<file path="config.mk">
export PLATFORM = sky130hd
export DESIGN_NAME = avcc_to_annexb_converter
export DESIGN_NICKNAME = d
export VERILOG_FILES = /design/src/hw/rtl/a2b_pkg.sv /design/src/hw/rtl/a2b_step.sv /design/src/hw/rtl/a2b_run_buf.sv /design/src/hw/rtl/avcc_to_annexb_converter.sv
export SDC_FILE = /design/constraint.sdc
export NUM_CORES = 1
export LEC_CHECK = 0
export BUFFER_PORTS_ARGS = -buffer_cell sky130_fd_sc_hd__buf_2
export CORE_MARGIN = 5
export CORE_UTILIZATION = 56
export CTS_CLUSTER_DIAMETER = 60
export DETAILED_ROUTE_END_ITERATION = 7
export PLACE_DENSITY_LB_ADDON = 0.15
export SLEW_MARGIN = 25
export SYNTH_ARGS = -nofsm -noshare
export SYNTH_HDL_FRONTEND = slang
export SYNTH_SLANG_ARGS = --single-unit
</file>
<file path="constraint.sdc">
create_clock -name i_clk -period 5.6 [get_ports i_clk]
set_input_delay 0.56 -clock i_clk [delete_from_list [all_inputs] [get_ports i_clk]]
set_output_delay 0.56 -clock i_clk [all_outputs]
set_load 0.05 [all_outputs]
</file>
<file path="src/hw/rtl/a2b_pkg.sv">
`timescale 1ns / 1ps
// a2b_pkg: shared types and constants of the AVCC to Annex-B converter.
// No dependencies.
package a2b_pkg;

    localparam int SIZE_BITS        = 20;
    localparam int MAX_PREFIX_BYTES = 4;
    localparam int MAX_RESULTS      = 5;
    localparam int RUN_CNT_BITS     = $clog2(MAX_RESULTS + 1);

    localparam logic [2:0] NAL_LEN_RESET = 3'd4;

    // START_CODE[i] is the i-th byte sent: 00 00 00 01
    localparam logic [3:0][7:0] START_CODE = {8'h01, 8'h00, 8'h00, 8'h00};

    typedef enum logic [1:0] {
        KIND_RAW    = 2'd0,
        KIND_ANNEXB = 2'd1,
        KIND_AVCC   = 2'd2
    } t_kind;

    typedef enum logic [6:0] {
        PH_DETECT      = 7'b0000001,
        PH_COLLECT     = 7'b0000010,
        PH_RAW         = 7'b0000100,
        PH_ANNEXB      = 7'b0001000,
        PH_AVC_PREFIX  = 7'b0010000,
        PH_AVC_PAYLOAD = 7'b0100000,
        PH_DROP        = 7'b1000000
    } t_phase;

    typedef struct packed {
        logic [7:0]           data_byte;
        logic [SIZE_BITS-1:0] packet_size;
    } t_in_word;

    typedef struct packed {
        logic [7:0] out_byte;
        logic       nal_start;
        t_kind      packet_kind;
        logic       last_of_run;
    } t_out_word;

    typedef struct packed {
        logic [RUN_CNT_BITS-1:0]         count;
        t_out_word [MAX_RESULTS-1:0]     word;
    } t_run;

endpackage

</file>
<file path="src/hw/rtl/a2b_step.sv">
`timescale 1ns / 1ps
// a2b_step: packet classification state and the per-word conversion step.
// Depends on a2b_pkg.
module a2b_step (
    input  logic              i_clk,
    input  logic              i_rst_n,
    input  logic              i_fire,
    input  a2b_pkg::t_in_word i_word,
    input  logic [2:0]        i_nal_len_bytes,
    output a2b_pkg::t_run     o_run
);

    localparam int SB = a2b_pkg::SIZE_BITS;

    a2b_pkg::t_phase r_phase, n_phase;
    logic [SB-1:0]   r_pos, n_pos;
    logic [SB-1:0]   r_size, n_size;
    logic [31:0]     r_buf, n_buf;
    logic [2:0]      r_cnt, n_cnt;
    logic [31:0]     r_rem, n_rem;
    logic [2:0]      r_len, n_len;

    logic [SB-1:0]   size_eff;
    logic [2:0]      len_eff;
    logic [SB-1:0]   pos_base;
    logic [SB-1:0]   next_pos;
    logic            pkt_end;
    logic [31:0]     buf_base;
    logic [2:0]      cnt_base;
    logic [31:0]     nb;
    logic [2:0]      nc;
    logic            done;
    logic [SB:0]     avail;
    logic            is_sc;
    logic            raw_start;
    logic [31:0]     rem_dec;
    logic [7:0]      b;
    a2b_pkg::t_run   run;

    function automatic a2b_pkg::t_out_word mk(input logic [7:0] v, input logic s,
                                              input a2b_pkg::t_kind k);
        a2b_pkg::t_out_word w;
        w.out_byte    = v;
        w.nal_start   = s;
        w.packet_kind = k;
        w.last_of_run = 1'b0;
        return w;
    endfunction

    always_comb begin
        b         = i_word.data_byte;
        if (r_phase == a2b_pkg::PH_DETECT) begin
            size_eff = (i_word.packet_size == '0) ? SB'(1) : i_word.packet_size;
            len_eff  = (i_nal_len_bytes > 3'(a2b_pkg::MAX_PREFIX_BYTES)) ?
                       3'(a2b_pkg::MAX_PREFIX_BYTES) : i_nal_len_bytes;
            pos_base = '0;
            buf_base = '0;
            cnt_base = '0;
        end else begin
            size_eff = r_size;
            len_eff  = r_len;
            pos_base = r_pos;
            buf_base = r_buf;
            cnt_base = r_cnt;
        end
        next_pos  = pos_base + SB'(1);
        pkt_end   = (next_pos >= size_eff) || (next_pos == '0);
        nb        = {buf_base[23:0], b};
        nc        = cnt_base + 3'd1;
        done      = nc >= len_eff;
        avail     = {1'b0, size_eff} - (SB+1)'(len_eff);
        is_sc     = ((len_eff == 3'd4) && (nb == 32'd1)) ||
                    ((len_eff == 3'd3) && (nb[23:0] == 24'd1));
        raw_start = (size_eff < SB'(4)) || (len_eff <= 3'd1);
        rem_dec   = r_rem - 32'd1;

        run     = '0;
        n_phase = r_phase;
        n_size  = size_eff;
        n_len   = len_eff;
        n_buf   = buf_base;
        n_cnt   = cnt_base;
        n_rem   = r_rem;

        unique case (r_phase)
            a2b_pkg::PH_DETECT: begin
                n_rem = '0;
                if (raw_start) begin
                    for (int i = 0; i < 4; i++) begin
                        run.word[i] = mk(a2b_pkg::START_CODE[i], i == 0, a2b_pkg::KIND_RAW);
                    end
                    run.word[4] = mk(b, 1'b0, a2b_pkg::KIND_RAW);
                    run.count   = 3'd5;
                    n_phase     = a2b_pkg::PH_RAW;
                end else begin
                    n_buf   = nb;
                    n_cnt   = nc;
                    n_phase = a2b_pkg::PH_COLLECT;
                end
            end
            a2b_pkg::PH_RAW: begin
                run.word[0] = mk(b, 1'b0, a2b_pkg::KIND_RAW);
                run.count   = 3'd1;
            end
            a2b_pkg::PH_ANNEXB: begin
                run.word[0] = mk(b, 1'b0, a2b_pkg::KIND_ANNEXB);
                run.count   = 3'd1;
            end
            a2b_pkg::PH_COLLECT: begin
                n_buf = nb;
                n_cnt = nc;
                if (done) begin
                    n_buf = '0;
                    n_cnt = '0;
                    if (is_sc) begin
                        for (int i = 0; i < 4; i++) begin
                            if (len_eff == 3'd4) begin
                                run.word[i] = mk(a2b_pkg::START_CODE[i], 1'b0,
                                                 a2b_pkg::KIND_ANNEXB);
                            end else if (i < 3) begin
                                run.word[i] = mk(a2b_pkg::START_CODE[i+1], 1'b0,
                                                 a2b_pkg::KIND_ANNEXB);
                            end
                        end
                        run.count = (len_eff == 3'd4) ? 3'd4 : 3'd3;
                        n_phase   = a2b_pkg::PH_ANNEXB;
                    end else if ((nb != '0) && (nb <= 32'(avail))) begin
                        for (int i = 0; i < 4; i++) begin
                            run.word[i] = mk(a2b_pkg::START_CODE[i], i == 0,
                                             a2b_pkg::KIND_AVCC);
                        end
                        run.count = 3'd4;
                        n_rem     = nb;
                        n_phase   = a2b_pkg::PH_AVC_PAYLOAD;
                    end else begin
                        n_phase = a2b_pkg::PH_DROP;
                    end
                end
            end
            a2b_pkg::PH_AVC_PREFIX: begin
                n_buf = nb;
                n_cnt = nc;
                if (done) begin
                    for (int i = 0; i < 4; i++) begin
                        run.word[i] = mk(a2b_pkg::START_CODE[i], i == 0, a2b_pkg::KIND_AVCC);
                    end
                    run.count = 3'd4;
                    n_rem     = nb;
                    n_buf     = '0;
                    n_cnt     = '0;
                    n_phase   = (nb != '0) ? a2b_pkg::PH_AVC_PAYLOAD
                                           : a2b_pkg::PH_AVC_PREFIX;
                end
            end
            a2b_pkg::PH_AVC_PAYLOAD: begin
                run.word[0] = mk(b, 1'b0, a2b_pkg::KIND_AVCC);
                run.count   = 3'd1;
                n_rem       = rem_dec;
                if (rem_dec == '0) begin
                    n_phase = a2b_pkg::PH_AVC_PREFIX;
                end
            end
            a2b_pkg::PH_DROP: begin
            end
            default: begin
                n_phase = a2b_pkg::PH_DETECT;
            end
        endcase

        n_pos = next_pos;
        if (pkt_end) begin
            n_phase = a2b_pkg::PH_DETECT;
        end

        for (int i = 0; i < a2b_pkg::MAX_RESULTS; i++) begin
            run.word[i].last_of_run = ((a2b_pkg::RUN_CNT_BITS'(i) + 1'b1) == run.count);
        end
    end

    assign o_run = run;

    always_ff @(posedge i_clk) begin
        if (!i_rst_n) begin
            r_phase <= a2b_pkg::PH_DETECT;
            r_pos   <= '0;
            r_size  <= '0;
            r_buf   <= '0;
            r_cnt   <= '0;
            r_rem   <= '0;
            r_len   <= '0;
        end else if (i_fire) begin
            r_phase <= n_phase;
            r_pos   <= n_pos;
            r_size  <= n_size;
            r_buf   <= n_buf;
            r_cnt   <= n_cnt;
            r_rem   <= n_rem;
            r_len   <= n_len;
        end
    end

endmodule

</file>
<file path="src/hw/rtl/a2b_run_buf.sv">
`timescale 1ns / 1ps
// a2b_run_buf: result register holding the output words of one input word,
// shifted out one per accepted output. Depends on a2b_pkg.
module a2b_run_buf (
    input  logic               i_clk,
    input  logic               i_rst_n,
    input  logic               i_load,
    input  a2b_pkg::t_run      i_run,
    input  logic               i_out_stall,
    output logic               o_out_valid,
    output a2b_pkg::t_out_word o_out_data,
    output logic               o_free
);

    localparam int N  = a2b_pkg::MAX_RESULTS;
    localparam int CB = a2b_pkg::RUN_CNT_BITS;

    a2b_pkg::t_out_word [N-1:0] r_ent, n_ent;
    logic [CB-1:0]              r_cnt, n_cnt;
    logic                       take;

    assign o_out_valid = r_cnt != '0;
    assign o_out_data  = r_ent[0];
    assign take        = o_out_valid && !i_out_stall;
    assign o_free      = (r_cnt == '0) || ((r_cnt == CB'(1)) && take);

    always_comb begin
        n_ent = r_ent;
        n_cnt = r_cnt;
        if (i_load) begin
            n_ent = i_run.word;
            n_cnt = i_run.count;
        end else if (take) begin
            for (int i = 0; i < N - 1; i++) begin
                n_ent[i] = r_ent[i+1];
            end
            n_cnt = r_cnt - CB'(1);
        end
    end

    always_ff @(posedge i_clk) begin
        r_ent <= n_ent;
        if (!i_rst_n) begin
            r_cnt <= '0;
        end else begin
            r_cnt <= n_cnt;
        end
    end

endmodule

</file>
<file path="src/hw/rtl/avcc_to_annexb_converter.sv">
`timescale 1ns / 1ps
// avcc_to_annexb_converter: top level, input register, NAL length register.
// Depends on a2b_pkg, a2b_step, a2b_run_buf.
//
// Converts a packet, fed one byte per word, into an Annex-B byte stream. The first
// bytes classify the packet: raw (start code inserted in front), already Annex-B
// (copied), or length-prefixed (each NAL length becomes 00 00 00 01); unknown packets
// and trailing partial prefixes produce nothing. Each input word yields 0 to 5 output
// words, last_of_run marking the final one. While the output is not stalled, the
// output word rate is one per cycle and an input word is taken each cycle as long as
// every word yields at most one output; a word yielding more holds the input back until
// the result buffer is down to its last word and that word is taken. An input word
// passes through the input register and then the result buffer. The NAL length
// register is sampled at the first byte of each packet; values above 4 act as 4.
// Write it only while the block is idle.
module avcc_to_annexb_converter (
    input  logic               i_clk,
    input  logic               i_rst_n,
    input  logic               i_in_valid,
    input  a2b_pkg::t_in_word  i_in_data,
    output logic               o_in_stall,
    output logic               o_out_valid,
    output a2b_pkg::t_out_word o_out_data,
    input  logic               i_out_stall,
    input  logic               i_cfg_we,
    input  logic [2:0]         i_cfg_data
);

    a2b_pkg::t_in_word r_in;
    logic              r_in_valid, n_in_valid;
    logic [2:0]        r_nal_len;
    logic              buf_free;
    logic              move;
    logic              accept;
    a2b_pkg::t_run     run;

    assign move       = r_in_valid && buf_free;
    assign o_in_stall = r_in_valid && !move;
    assign accept     = i_in_valid && !o_in_stall;

    always_comb begin
        n_in_valid = r_in_valid;
        if (accept) begin
            n_in_valid = 1'b1;
        end else if (move) begin
            n_in_valid = 1'b0;
        end
    end

    always_ff @(posedge i_clk) begin
        if (accept) begin
            r_in <= i_in_data;
        end
        if (!i_rst_n) begin
            r_in_valid <= 1'b0;
            r_nal_len  <= a2b_pkg::NAL_LEN_RESET;
        end else begin
            r_in_valid <= n_in_valid;
            if (i_cfg_we) begin
                r_nal_len <= i_cfg_data;
            end
        end
    end

    a2b_step u_step (
        .i_clk           (i_clk),
        .i_rst_n         (i_rst_n),
        .i_fire          (move),
        .i_word          (r_in),
        .i_nal_len_bytes (r_nal_len),
        .o_run           (run)
    );

    a2b_run_buf u_run_buf (
        .i_clk       (i_clk),
        .i_rst_n     (i_rst_n),
        .i_load      (move),
        .i_run       (run),
        .i_out_stall (i_out_stall),
        .o_out_valid (o_out_valid),
        .o_out_data  (o_out_data),
        .o_free      (buf_free)
    );

endmodule

</file>
# Word-level counts from Yosys, hierarchy flattened
# Index checks and enable logic that the tools add are counted.
[classes] muxes=48 n_eq_ne=25 addsub=5 reduce_logical=30 order_cmp=6
[ops] operator="32-bit 2-to-1 mux" count=7
[ops] operator="48-bit 2-to-1 mux" count=4
[ops] operator="32-bit case mux with 4 select lines" count=1
[ops] operator="36-bit case mux with 3 select lines" count=1
[ops] operator="41-bit 2-to-1 mux" count=2
[ops] operator="12-bit case mux with 6 select lines" count=1
[ops] operator="32-bit case mux with 2 select lines" count=1
[ops] operator="63-bit 2-to-1 mux" count=1
[ops] operator="20-bit 2-to-1 mux" count=3
[ops] operator="7-bit 2-to-1 mux" count=6
[ops] operator="20-bit zero test" count=2
[ops] operator="3-bit 2-to-1 mux" count=13
[ops] operator="7-bit case mux with 5 select lines" count=1
[ops] operator="32-bit by 1-bit == test with 1-bit output, second input constant" count=1
[ops] operator="32-bit by 21-bit <= comparator with 1-bit output" count=1
[ops] operator="32-bit zero test" count=1
[ops] operator="32-bit nonzero test" count=1
[ops] operator="32-bit by 1-bit subtractor with 32-bit output, second input constant" count=1
[ops] operator="24-bit by 1-bit == test with 1-bit output, second input constant" count=1
[ops] operator="20-bit by 3-bit subtractor with 21-bit output" count=1
[ops] operator="20-bit by 1-bit adder with 20-bit output, second input constant" count=1
[ops] operator="20-bit >= comparator" count=1
[ops] operator="20-bit by 3-bit < comparator with 1-bit output, second input constant" count=1
[ops] operator="3-bit case mux with 4 select lines" count=1
[ops] operator="37 further kinds" count=60
[word_totals] reg_bits=212 elab_cells=146

# Depth between registers and ports, before layout
[logic_depth] depth_word=12 ltp_mapped=27 ltp_nobuf=25

# By module
# A second synthesis with hierarchy kept.
[unflattened] hier_cells=1282 hier_area_um2=12185.4
[modules_own_cells] module="a2b_step" seq_area_each_um2=2182.1 cells_each=1085 instances=1 area_per_inst_um2=8459.4
[modules_own_cells] module="a2b_run_buf" seq_area_each_um2=1861.8 cells_each=155 instances=1 area_per_inst_um2=2730.1
[modules_own_cells] module="avcc_to_annexb_converter" seq_area_each_um2=920.9 cells_each=42 instances=1 area_per_inst_um2=996.0

# Worst setup path before layout
# Ideal clock, no wire load.
[synth_path] path_type="reg2reg" from="register u_step.r_phase[3]" to="register u_step.r_rem[24]" synth_period_minus_slack_ns=5.777 stages_incl_launch_ff=26 n_path_buf=5 slack_ns=-0.177 setup_ns=0.128 t_arrival_ns=5.649 cell_sequence="dfxtp_1 > clkbuf_1 > nor2_1 > and4_1 > clkbuf_1 > buf_1 > buf_1 > mux2i_1 > inv_1 > fa_1 > a21oi_1 > nand2_1 > nor2_1 > o21ai_0 > xnor2_1 > ha_1 > nand4_1 > nor4_1 > a21boi_0 > o311ai_0 > nand4_1 > o21ai_0 > nand3_1 > buf_1 > mux2i_1 > nor2_1"
[synth_between] elab_chain_len=7 elab_cells_between_ends=32
[synth_lines] item="start: declaration" line="a2b_step.sv:15" text="a2b_pkg::t_phase r_phase, n_phase;"
[synth_lines] item="start signal: assignment" line="a2b_step.sv:184" text="r_phase <= a2b_pkg::PH_DETECT;"
[synth_lines] item="start signal: assignment" line="a2b_step.sv:192" text="r_phase <= n_phase;"
[synth_lines] item="7-bit by 1-bit == test with 1-bit output" line="a2b_step.sv:52" text="if (r_phase == a2b_pkg::PH_DETECT) begin"
[synth_lines] item="20-bit 2-to-1 mux" line="a2b_step.sv:52"
[synth_lines] item="via u_step.n_size[1]" line="a2b_step.sv:17" text="logic [SB-1:0] r_size, n_size;"
[synth_lines] item="20-bit by 3-bit subtractor with 21-bit output" line="a2b_step.sv:71" text="avail = {1'b0, size_eff} - (SB+1)'(len_eff);"
[synth_lines] item="32-bit by 21-bit <= comparator with 1-bit output" line="a2b_step.sv:127" text="end else if ((nb != '0) && (nb <= 32'(avail))) begin"
[synth_lines] item="1-bit logical AND" line="a2b_step.sv:127"
[synth_lines] item="2-bit by 1-bit inequality test with 1-bit output (no source line)"
[synth_lines] item="6-bit AND reduction (no source line)"
[synth_lines] item="end signal: assignment" line="a2b_step.sv:197" text="r_rem <= n_rem;"
[synth_lines] item="end: declaration" line="a2b_step.sv:20" text="logic [31:0] r_rem, n_rem;"
# The timed path passes the listed nets, and every way through them passes these cells. The select of a mux whose other input is x is not followed.
# A chain may end at the register's enable or synchronous reset.

# Worst setup path after layout
[layout_path] from="register r_in[4] (netlist name)" to="register u_step.r_rem[17]"
[layout_between] elab_chain_len=8
[layout_lines] item="start: declaration" line="avcc_to_annexb_converter.sv:29" text="a2b_pkg::t_in_word r_in;"
[layout_lines] item="start signal: assignment" line="avcc_to_annexb_converter.sv:52" text="r_in <= i_in_data;"
[layout_lines] item="20-bit zero test" line="a2b_step.sv:53" text="size_eff = (i_word.packet_size == '0) ? SB'(1) : i_word.packet_size;"
[layout_lines] item="20-bit 2-to-1 mux (*)" line="a2b_step.sv:53"
[layout_lines] item="20-bit 2-to-1 mux (*)" line="a2b_step.sv:52"
[layout_lines] item="20-bit by 3-bit subtractor with 21-bit output (*)" line="a2b_step.sv:71"
[layout_lines] item="32-bit by 21-bit <= comparator with 1-bit output (*)" line="a2b_step.sv:127"
[layout_lines] item="1-bit logical AND (*)" line="a2b_step.sv:127"
[layout_lines] item="2-bit by 1-bit inequality test with 1-bit output (no source line) (*)"
[layout_lines] item="6-bit AND reduction (no source line) (*)"
# Mark *: on every way between the ends. The rest lies on a longest branch, timed or not.

==> out/metrics.yaml <==
worst_setup_path:
  critPathMostFrequentCell: "inv_1"
  worst-setup-path-type: "flip-flop to flip-flop"
  max_stage_delay_ns: 0.53
  crit_arrival_ns: 5.56
  reg2reg_from: "r_in[4]"
  cp_max_fo: 39
  worst_setup_path_start_kind: "flip-flop"
  cp_data_required_time_ns: 5.91
  cp_slowest_cell: "or4_1"
  crit_path_end_kind: "flip-flop"
  cp-startpoint: "r_in[4]"
floorplan:
  rows: 52
  die_y_um: 153
  core_um2: 20200
  ios: 50
  initial_core_util: 0.566
  dieArea_um2: 23300
  fp.dieW_um: 153
cts:
  cts_tree: "yes"
  cts_buffer_depth: 2
  clock_latency_ns: 0.45
  cts_made_buffers: 17
  clkTransAtPathRegs_ns: 0.08
  cts_sinks: 198
  cts-root-buf: "clkbuf_16"
  htree_num_levels: 4
synthesis:
  synth_edf_count: 82
  ys_seq_elements: 198
  synth.cell_area_um2: 11400
  synth_fp_nets: 1406
  synth.avg_cell_area_um2: 8.68
  ys.warnings.count: 0
  ys_seq_area_frac: 0.419
  synthTopCellsByCount: "nor2_1, nand2_1, dfxtp_1"
  yosys.area.top_type: "edfxtp_1"
  syn-instance-count: 1315
  synth_top_area_frac: 0.216
  synthFlopType: "dfxtp_1"
  synth_cell_types: 72
  ys_async_sr_fraction: 0
  yosys-top-cells-area: "edfxtp_1, dfxtp_1, ha_1"
  yosys.cell_count.top_type: "nor2_1"
hold_path:
  min-delay-start: "i_in_data[17]"
  hold_class: "input port to flip-flop"
routing:
  wl_um: 29100
  antenna_left: 0
  drc: 0
  vias_per_cell: 6.04
  num_vias: 9712
  drt_iter0_markers: 896
  dr.pass1.iters: 7
  wl_per_cell_um: 18.1
timing:
  fin_skew_ns: 0.0129
  finalHoldViolations: 0
  fin_crit_ns: 5.25
  max_freq_ghz: 0.191
  setup_viol: 0
  final_max_slew_viol_count: 0
  finalCritPeriodShare: 0.937
  slew_headroom: 0.266
  timing.setup.tns_ns: 0
  tightest_slew_ns: 1.09
layout:
  drive_gt1_frac: 0.111
  areaGrowthSynthToFinish_pct: 10.0
  antenna_cells: 0
  finalNetCount: 1415
power:
  ir_drop_mv: 0.260
  power_leakage_nw: 4.98
  power_density_nw_per_um2: 452
  total_power_mw: 5.67
status:
  status: "completed"
grt:
  grt_max_degree: 81
  antenna_found_initial: 0
  grt_pass1_vias: 9083
  grt_pass1_wl_um: 47200
  grt-ovfl-total: 0
  track_usage: 0.246
place:
  hpwlAfterDp_um: 20400
  portBuffers: 49
  place_congestion: 0.920
job:
  maxCapViolations: 0
## final cells by class
class / instances / area [um2]
inverter: 29 / 111
timing repair buffer: 86 / 534
clock inverter: 15 / 199
multi-input combinational: 992 / 6160
fill: 1765 / 7610
sequential: 198 / 4780
tap: 270 / 338
clock buffer: 17 / 425
## flip-flops by register name (all words and copies together) (netlist names)
register	count
u_step.r_pos	20
u_step.r_phase	7
r_nal_len	3
u_step.r_size	20
u_run_buf.r_ent	42
u_step.r_rem	32
u_step.r_buf	24
u_step.r_cnt	3
r_in_valid	1
r_in	28
u_step.r_len	3
u_run_buf.r_cnt	3
u_run_buf.o_out_data	12
## through the flow
stage	hold WS [ns]	instances	area (um2)	setup WS [ns]	util
3_3_place_gp	0.438	1573	11900	0.165	0.588
2_1_floorplan	0.427	1315	11400	0.115	-
4_1_cts	0.272	1605	12500	0.104	0.619
3_5_place_dp	0.441	1573	11900	0.00185	0.588
5_1_grt	0.275	1607	12600	-0.0534	0.623
6_report	0.287	1607	12600	0.351	0.623
## power by group
part / switching [mW] / internal [mW] / total [mW] / leakage [nW]
clock network: 0.653 / 0.622 / 1.27 / 0.303
registers: 0.162 / 1.91 / 2.07 / 1.73
logic: 1.54 / 0.790 / 2.33 / 2.94
## cells in the final DEF (no fill, tap or decap), types with 5 or more instances in the layout
master and n:
a211oi_1 31, a21o_1 8, a21oi_1 79, a22oi_1 21, a31oi_1 8, and2_1 48
and3_1 11, and4_1 5, buf_2 49, buf_4 35, clkbuf_16 17, dfxtp_1 116
edfxtp_1 82, ha_1 54, inv_1 27, mux2i_1 36, nand2_1 148, nand2b_1 5
nand3_1 49, nand4_1 23, nor2_1 157, nor2b_1 7, nor3_1 33, nor4_1 23
o211ai_1 18, o21ai_0 55, o22ai_1 5, o31ai_1 12, or3_1 12, or4_1 11
xnor2_1 37, xor2_1 19
## final timing paths
kind	slack (ns)	end	depth (start not counted)
setup / recovery	0.35	u_step.r_rem[17]	26
hold / removal	0.29	r_in[17]	1
setup reg to reg	0.35	u_step.r_rem[17]	26
hold reg to reg	0.45	u_step.r_cnt[1]	2
## critical path, delay by kind of cell (launching register included)
family | cells | cell delay [ns]
flops | 1 | 0.39
xor+xnor | 1 | 0.10
simple gates | 11 | 2.45
compound gates | 8 | 1.15
buf+inv | 4 | 0.48
fa+ha+maj | 2 | 0.52
## what timing repair did
| action | 4_1_cts | 5_1_grt |
|---|---|---|
| pin swaps | 0 | 2 |
| hold buffers | 0 | 0 |
| setup endpoints to repair | 9 | 40 |
| gates resized for setup | 1 | 13 |
| buffers inserted | 0 | 2 |
## logic make-up (layout without fill, tap and decap cells)
| family | after synthesis | in the layout | synth area share |
|---|---|---|---|
| flops | 198 | 198 | 0.419 |
| simple gates | 560 | 560 | 0.237 |
| xor+xnor | 56 | 56 | 0.0430 |
| mux | 37 | 37 | 0.0326 |
| buf+inv | 125 | 147 | 0.0461 |
| compound gates | 284 | 284 | 0.161 |
| fa+ha+maj | 55 | 55 | 0.0610 |
## metal layers
layer,wire [um],vias up,global-route usage
li1,-,4764,-
met2,13800,301,0.397
met1,12800,4583,0.338
met3,1680,64,0.0332
met5,0,-,0
met4,889,0,0.0950
(Power assumes the default switching activity.)
